File: src/rtl/otsa_pkg.sv
// Shared types and constants for the owner-tagged slot allocator.
package otsa_pkg;

    localparam int SLOTS     = 8;
    localparam int SLOT_W    = $clog2(SLOTS);
    localparam int OWNER_W   = 22;
    localparam int REQ_SLOT_W = 8;
    localparam int COUNT_W   = 4;

    localparam logic [1:0] CMD_ACQUIRE = 2'd0;
    localparam logic [1:0] CMD_RELEASE = 2'd1;

    typedef enum logic [2:0] {
        ST_GRANTED         = 3'd0,
        ST_NO_TICKETS      = 3'd1,
        ST_RELEASED        = 3'd2,
        ST_INVALID_TICKET  = 3'd3,
        ST_INVALID_REQUEST = 3'd4
    } t_status;

    typedef struct packed {
        logic [1:0]            cmd;
        logic [OWNER_W-1:0]    owner_id;
        logic [REQ_SLOT_W-1:0] slot;
    } t_in_item;

    typedef struct packed {
        t_status            status;
        logic [2:0]         granted_slot;
        logic [OWNER_W-1:0] granted_owner;
        logic [COUNT_W-1:0] tickets_out;
    } t_out_item;

endpackage

File: src/rtl/otsa_ram.sv
// Generic single-write, single-read RAM with registered read data.
module otsa_ram #(
    parameter int WIDTH = 8,
    parameter int DEPTH = 8
) (
    input  logic                     i_clk,
    input  logic                     i_we,
    input  logic [$clog2(DEPTH)-1:0] i_waddr,
    input  logic [WIDTH-1:0]         i_wdata,
    input  logic                     i_re,
    input  logic [$clog2(DEPTH)-1:0] i_raddr,
    output logic [WIDTH-1:0]         o_rdata
);

    logic [WIDTH-1:0] r_mem [DEPTH];
    logic [WIDTH-1:0] r_rdata;

    always_ff @(posedge i_clk) begin
        if (i_we) begin
            r_mem[i_waddr] <= i_wdata;
        end
        if (i_re) begin
            r_rdata <= r_mem[i_raddr];
        end
    end

    assign o_rdata = r_rdata;

endmodule

File: src/rtl/owner_tagged_slot_allocator_unit.sv
// Owner-tagged slot allocator: top level with owner RAM, valid bits and held count.
// Flow: an accepted request is registered and its owner RAM entry is read; in S_EXEC
// the compare/commit step registers the result once the output is free. No new request
// is taken until the current one commits. A new request is taken while a result waits.
// Reset: synchronous active-low; clears valid bits, held count and handshake state.
// The owner RAM is not cleared; entries are only read behind a set valid bit.
module owner_tagged_slot_allocator_unit
    import otsa_pkg::*;
(
    input  logic      i_clk,
    input  logic      i_rst_n,
    input  logic      i_in_valid,
    output logic      o_in_stall,
    input  t_in_item  i_in_item,
    output logic      o_out_valid,
    input  logic      i_out_stall,
    output t_out_item o_out_item
);

    typedef enum logic [1:0] {
        S_IDLE = 2'b01,
        S_EXEC = 2'b10
    } t_state;

    t_state                r_state, n_state;
    t_in_item              r_req;
    logic [SLOTS-1:0]      r_valid, n_valid;
    logic [COUNT_W-1:0]    r_count, n_count;
    logic                  r_out_valid, n_out_valid;
    t_out_item             r_out, n_out;

    logic                  in_xfer;
    logic                  commit;
    logic [OWNER_W-1:0]    ram_rdata;
    logic                  ram_we;
    logic [SLOT_W-1:0]     free_idx;
    logic                  free_found;
    logic [SLOT_W-1:0]     req_idx;
    logic                  req_in_range;

    assign o_in_stall = (r_state != S_IDLE);
    assign in_xfer    = i_in_valid && !o_in_stall;
    assign commit     = (r_state == S_EXEC) && (!r_out_valid || !i_out_stall);

    assign req_idx      = r_req.slot[SLOT_W-1:0];
    assign req_in_range = (r_req.slot < REQ_SLOT_W'(SLOTS));

    // lowest free slot
    always_comb begin
        free_idx   = '0;
        free_found = 1'b0;
        for (int i = SLOTS - 1; i >= 0; i--) begin
            if (!r_valid[i]) begin
                free_idx   = SLOT_W'(i);
                free_found = 1'b1;
            end
        end
    end

    otsa_ram #(
        .WIDTH (OWNER_W),
        .DEPTH (SLOTS)
    ) u_owner_ram (
        .i_clk   (i_clk),
        .i_we    (ram_we),
        .i_waddr (free_idx),
        .i_wdata (r_req.owner_id),
        .i_re    (in_xfer),
        .i_raddr (i_in_item.slot[SLOT_W-1:0]),
        .o_rdata (ram_rdata)
    );

    always_comb begin
        n_state     = r_state;
        n_valid     = r_valid;
        n_count     = r_count;
        n_out_valid = r_out_valid;
        n_out       = r_out;
        ram_we      = 1'b0;

        if (r_out_valid && !i_out_stall) begin
            n_out_valid = 1'b0;
        end

        case (r_state)
            S_IDLE: begin
                if (in_xfer) begin
                    n_state = S_EXEC;
                end
            end
            S_EXEC: begin
                if (commit) begin
                    n_state     = S_IDLE;
                    n_out_valid = 1'b1;
                    n_out       = '0;
                    case (r_req.cmd)
                        CMD_ACQUIRE: begin
                            if (r_count < COUNT_W'(SLOTS) && free_found) begin
                                ram_we                 = 1'b1;
                                n_valid[free_idx]      = 1'b1;
                                n_count                = r_count + 1'b1;
                                n_out.status           = ST_GRANTED;
                                n_out.granted_slot     = 3'(free_idx);
                                n_out.granted_owner    = r_req.owner_id;
                            end else begin
                                n_out.status = ST_NO_TICKETS;
                            end
                        end
                        CMD_RELEASE: begin
                            if (req_in_range && r_valid[req_idx] &&
                                ram_rdata == r_req.owner_id) begin
                                n_valid[req_idx] = 1'b0;
                                if (r_count != '0) begin
                                    n_count = r_count - 1'b1;
                                end
                                n_out.status = ST_RELEASED;
                            end else begin
                                n_out.status = ST_INVALID_TICKET;
                            end
                        end
                        default: begin
                            n_out.status = ST_INVALID_REQUEST;
                        end
                    endcase
                    n_out.tickets_out = n_count;
                end
            end
            default: begin
                n_state = S_IDLE;
            end
        endcase
    end

    always_ff @(posedge i_clk) begin
        if (!i_rst_n) begin
            r_state     <= S_IDLE;
            r_valid     <= '0;
            r_count     <= '0;
            r_out_valid <= 1'b0;
        end else begin
            r_state     <= n_state;
            r_valid     <= n_valid;
            r_count     <= n_count;
            r_out_valid <= n_out_valid;
        end
    end

    always_ff @(posedge i_clk) begin
        if (in_xfer) begin
            r_req <= i_in_item;
        end
        r_out <= n_out;
    end

    assign o_out_valid = r_out_valid;
    assign o_out_item  = r_out;

`ifndef SYNTHESIS
    // held count always tracks the number of valid bits
    a_count_matches: assert property (@(posedge i_clk) disable iff (!i_rst_n)
        r_count == COUNT_W'($countones(r_valid)))
        else $error("held count differs from valid bit count");

    // a pending grant refers to a slot that is still held
    a_grant_held: assert property (@(posedge i_clk) disable iff (!i_rst_n)
        (r_out_valid && r_out.status == ST_GRANTED) |->
            r_valid[r_out.granted_slot[SLOT_W-1:0]])
        else $error("granted slot not marked valid");

    // a transfer in always leads to the execute cycle
    a_accept_exec: assert property (@(posedge i_clk) disable iff (!i_rst_n)
        in_xfer |=> (r_state == S_EXEC))
        else $error("accepted request did not enter execute");

    // reported count matches state right after a commit
    a_count_reported: assert property (@(posedge i_clk) disable iff (!i_rst_n)
        commit |=> (r_out_valid && r_out.tickets_out == r_count))
        else $error("reported ticket count mismatch");
`endif

endmodule
File: config.mk
export PLATFORM = sky130hd
export DESIGN_NAME = owner_tagged_slot_allocator_unit
export DESIGN_NICKNAME = d
export VERILOG_FILES = /design/src/rtl/otsa_pkg.sv /design/src/rtl/otsa_ram.sv /design/src/rtl/owner_tagged_slot_allocator_unit.sv
export SDC_FILE = /design/constraint.sdc
export NUM_CORES = 1
export LEC_CHECK = 0
export ABC_AREA = 1
export BUFFER_PORTS_ARGS = -buffer_cell sky130_fd_sc_hd__buf_2
export CAP_MARGIN = 20
export CORE_MARGIN = 2
export CORE_UTILIZATION = 45
export CTS_BUF_LIST = sky130_fd_sc_hd__clkbuf_2 sky130_fd_sc_hd__clkbuf_4 sky130_fd_sc_hd__clkbuf_8
export DETAILED_ROUTE_END_ITERATION = 7
export GPL_TIMING_DRIVEN = 0
export PLACE_DENSITY_LB_ADDON = 0.25
export SYNTH_ARGS = -nofsm -noshare
export SYNTH_HDL_FRONTEND = slang
export SYNTH_SLANG_ARGS = --single-unit
File: constraint.sdc
create_clock -name i_clk -period 9.1 [get_ports i_clk]
set_input_delay 0.91 -clock i_clk [delete_from_list [all_inputs] [get_ports i_clk]]
set_output_delay 0.91 -clock i_clk [all_outputs]
set_load 0.01 [all_outputs]
==> results.rst <==
.. list-table::
   :header-rows: 1

   * - Metric
     - Value
   * - Run status
     - finished, final reports clean
   * - Slew at the pin closest to its max-slew limit
     - 992 ps
   * - Number of standard-cell rows in the floorplan
     - 58
   * - TNS Setup
     - 0 ps
   * - Total design power
     - 2.62 mW
   * - Number of vias per cell after detailed routing
     - 5.19
   * - Core Region
     - 25,200 sq um
   * - Max capacitance violation total
     - 0
   * - Kind of start point of the critical path
     - input pin
   * - HPWL after detailed placement
     - 18.7 mm
   * - Initial antenna violation count
     - 0
   * - Yosys cell types
     - 34
   * - Number of search-and-repair iterations in the first detailed-routing pass
     - 5
   * - Family with the most delay on the worst path
     - simple AND/OR/NAND/NOR gates
   * - Master of the slowest instance on the critical path
     - sky130_fd_sc_hd__nor2_2
   * - Max-slew violation count
     - 0
   * - Post-route DRC
     - 0
   * - Wire length after detailed routing
     - 27.7 mm
   * - Crit-path most repeated cell
     - sky130_fd_sc_hd__nand2_1
   * - Vert. Die Dim
     - 164 microns
   * - Cell types with the largest area share after synthesis
     - sky130_fd_sc_hd__edfxtp_1, sky130_fd_sc_hd__nor2_1, sky130_fd_sc_hd__nand2_1
   * - Via count of the first global-routing pass
     - 7,609
   * - Ys async rst share
     - 0
   * - Worst clock skew
     - 23.2 ps
   * - Relative contribution of the clock network to total power
     - 0.388
   * - Top-level I/O count
     - 70
   * - Post-Synthesis Net Count
     - 1,064
   * - Number of DRC markers in iteration 0
     - 766
   * - Critical path type
     - input pin to flip-flop
   * - Final number of setup-violating endpoints
     - 0
   * - Reg power frac
     - 0.552
   * - Cell type with the highest aggregate area in the netlist
     - sky130_fd_sc_hd__edfxtp_1
   * - Maximum cell stage delay along the critical path
     - 580 ps
   * - Number of warnings issued by yosys
     - 0
   * - CP Capture Type
     - flip-flop
   * - Final-layout fill cell count
     - 2,174
   * - Average cell area after synthesis
     - 11.2 sq um
   * - Sinks on Clock Net
     - 277
   * - CTS-repair resized insts
     - 0
   * - Maximum clock rate
     - 0.366 GHz
   * - Cell count after synthesis
     - 1,026
   * - # nets final
     - 1,193
   * - Die ar.
     - 26,900 sq um
   * - Area added between synthesis and finish
     - 15.8%
   * - Switching part of the total
     - 0.231
   * - Vias after detailed routing
     - 7,877
   * - Critical path peak fanout
     - 34
   * - Arrival time worst endpoint
     - 2980 ps
   * - Post-synthesis register bit count
     - 277
   * - Power per unit of standard cell area
     - 197 nW/um^2
   * - Die outline width
     - 164 microns
   * - Inserted Diodes
     - 0
   * - Remaining antenna violation count
     - 0
   * - Layout cell share with drive strength beyond 1
     - 0.167
   * - Worst slew margin relative to its limit
     - 0.335
   * - Data required, critical path
     - 9350 ps
   * - Switching Power
     - 0.606 mW
   * - Count of buffers inserted at the top-level ports
     - 68
   * - Combinational power share
     - 0.060
   * - Setup Fix Bufs, Post-CTS
     - 0
   * - Post-synthesis instance area
     - 11,500 sq um
   * - Worst voltage drop across the vdd grid
     - 108 uV
   * - Aggregate global-route resource usage
     - 0.212
   * - Hold Violations, Final
     - 0
   * - Seq/Total Area, Yosys
     - 0.709
   * - TritonCTS clock tree
     - done
   * - Routability Congestion
     - 0.879
   * - Most used flip-flop cell after synthesis
     - sky130_fd_sc_hd__edfxtp_1
   * - Sum of buffers and inverters on the critical path
     - 5
   * - Wire per inst
     - 18.3 microns
   * - RSZ-0062 raised after global routing
     - no
   * - Shortest clock period the worst path allows after layout
     - 2730 ps
   * - Leakage Power
     - 5.01 nW
   * - Grt ovf
     - 0
   * - Worst setup timing slack at the placement stage
     - 5020 ps
   * - Setup slack of the critical path after layout
     - 6370 ps
   * - Wire length of the first global-routing pass
     - 42.8 mm
   * - Latest clock arrival within the worst-skew pair
     - 560 ps
   * - Library cell used as clock root buffer
     - sky130_fd_sc_hd__clkbuf_8
   * - Share of the clock period used by the worst path after layout
     - 0.300
   * - Initial core utilization
     - 0.457
   * - Max Buffers Root-to-Sink
     - 3
   * - Post-synth EDFFs
     - 262
   * - Crit-path cells
     - buf_2 -> nand2_1 -> inv_1 -> nor2_4 -> buf_12 -> nand2_1 -> nor2_1 -> inv_2 -> nor2_2 -> buf_8
   * - Cell-internal power
     - 2.02 mW
   * - Inserted Clock Buffers
     - 45
   * - Clock Pin Slew Worst Setup and Hold Paths
     - 60 ps
   * - Hold Buf Count CTS
     - 0
   * - Pin count of the biggest net entering global routing
     - 40
   * - H-tree levels
     - 2
   * - Share of the synthesized area in the top cell type
     - 0.683
   * - Hold crit path type
     - flip-flop to flip-flop
[cells in the mapped netlist, drive strengths merged, types with 3 or more instances]
cell    count
inv       102
dfxtp      15
o21ai      96
clkbuf     28
edfxtp    262
a22oi       3
o22ai      22
a21oi      21
a31oi      22
nor3        4
buf        14
nor2      236
nand2     149
nand3      18
nand4      26
[worst paths after layout]
| kind | slack [ps] | start | end | depth (start not counted) |
|---|---|---|---|---|
| worst max-delay path | 6370 | i_out_stall | u_owner_ram.r_mem[2][16]$_DFFE_PP_ | 10 |
| worst min-delay path | 490 | o_out_valid$_SDFF_PN0_ | o_out_valid$_SDFF_PN0_ | 2 |
| worst max register to register | 6400 | r_valid[0]$_SDFFE_PN0P_ | u_owner_ram.r_mem[2][16]$_DFFE_PP_ | 13 |
| worst min register to register | 490 | o_out_valid$_SDFF_PN0_ | o_out_valid$_SDFF_PN0_ | 2 |
[power by group through the flow]
| stage | registers, mW | clock network [mW] | logic (mW) |
|---|---|---|---|
| after floorplan | 1.47 | 0 | 0.0980 |
| after global placement | 1.48 | 0 | 0.151 |
| after detailed placement | 1.47 | 0 | 0.156 |
| after CTS | 1.45 | 1.03 | 0.156 |
| after global routing | 1.45 | 1.09 | 0.176 |
| final | 1.45 | 1.02 | 0.157 |
[final cells by class]
class | instances | area, sq um | share of cell area
Sequential cell | 277 | 8170 | 0.613
Multi-Input combinational cell | 604 | 2790 | 0.209
Clock buffer | 63 | 767 | 0.0575
Timing Repair Buffer | 82 | 512 | 0.0384
Tap cell | 330 | 413 | 0.0310
Inverter | 103 | 394 | 0.0296
Buffer | 42 | 215 | 0.0161
Clock inverter | 17 | 76.3 | 0.00573
[per-layer routing]
metal	vias to the layer above	routed length [microns]	track usage
met3	56	1980	0.0364
met2	295	13100	0.343
met5	-	0	0
li1	3797	-	-
met1	3729	11900	0.290
met4	0	759	0.0781
[state kept, by name (all words and copies together) (netlist names)]
name                 flops
o_out_item              32
o_out_valid              1
r_count                  4
r_req                   32
r_state                  2
r_valid                  8
u_owner_ram.o_rdata     22
u_owner_ram.r_mem      176
[placed cells by master (no fill, tap or decap), drive strengths merged]
cell	n
a31oi	22
inv	103
clkbuf	91
nand2	149
nor3	4
clkinv	17
nand4	26
xor2	1
o211ai	1
o22ai	22
dfxtp	15
o21ai	96
edfxtp	262
nor4	1
nand3	18
nor2	236
a21oi	21
buf	96
ha	2
xnor2	1
mux2i	1
a22oi	3
[stage by stage]
step / cell area [sq um] / hold slack, ps / cells / util
after floorplan: 11500 / 498 / 1026 / -
after global placement: 12300 / 490 / 1424 / 0.487
after detailed placement: 12500 / 488 / 1436 / 0.495
after CTS: 13300 / 498 / 1516 / 0.528
after global routing: 13300 / 510 / 1518 / 0.529
final: 13300 / 495 / 1518 / 0.529
[logic make-up (layout without fill, tap and decap cells)]
kind of cell / Yosys count / count (layout) / synth area share
AO/OA/AOI/OAI: 165 / 165 / 0.0773
AND/OR/NAND/NOR: 434 / 434 / 0.156
buffers and inverters: 145 / 307 / 0.0529
multiplexers: 1 / 1 / 0.000869
flip-flops: 277 / 277 / 0.709
adder cells (fa/ha/maj): 2 / 2 / 0.00217
XOR/XNOR: 2 / 2 / 0.00152
[worst min-delay path, cell delays in order, from the launching register on]
cell and delay (ps):
sky130_fd_sc_hd__dfxtp_1 310, sky130_fd_sc_hd__nand2_1 80, sky130_fd_sc_hd__a21oi_1 60
Note: power is estimated with default switching activity, not from simulation.
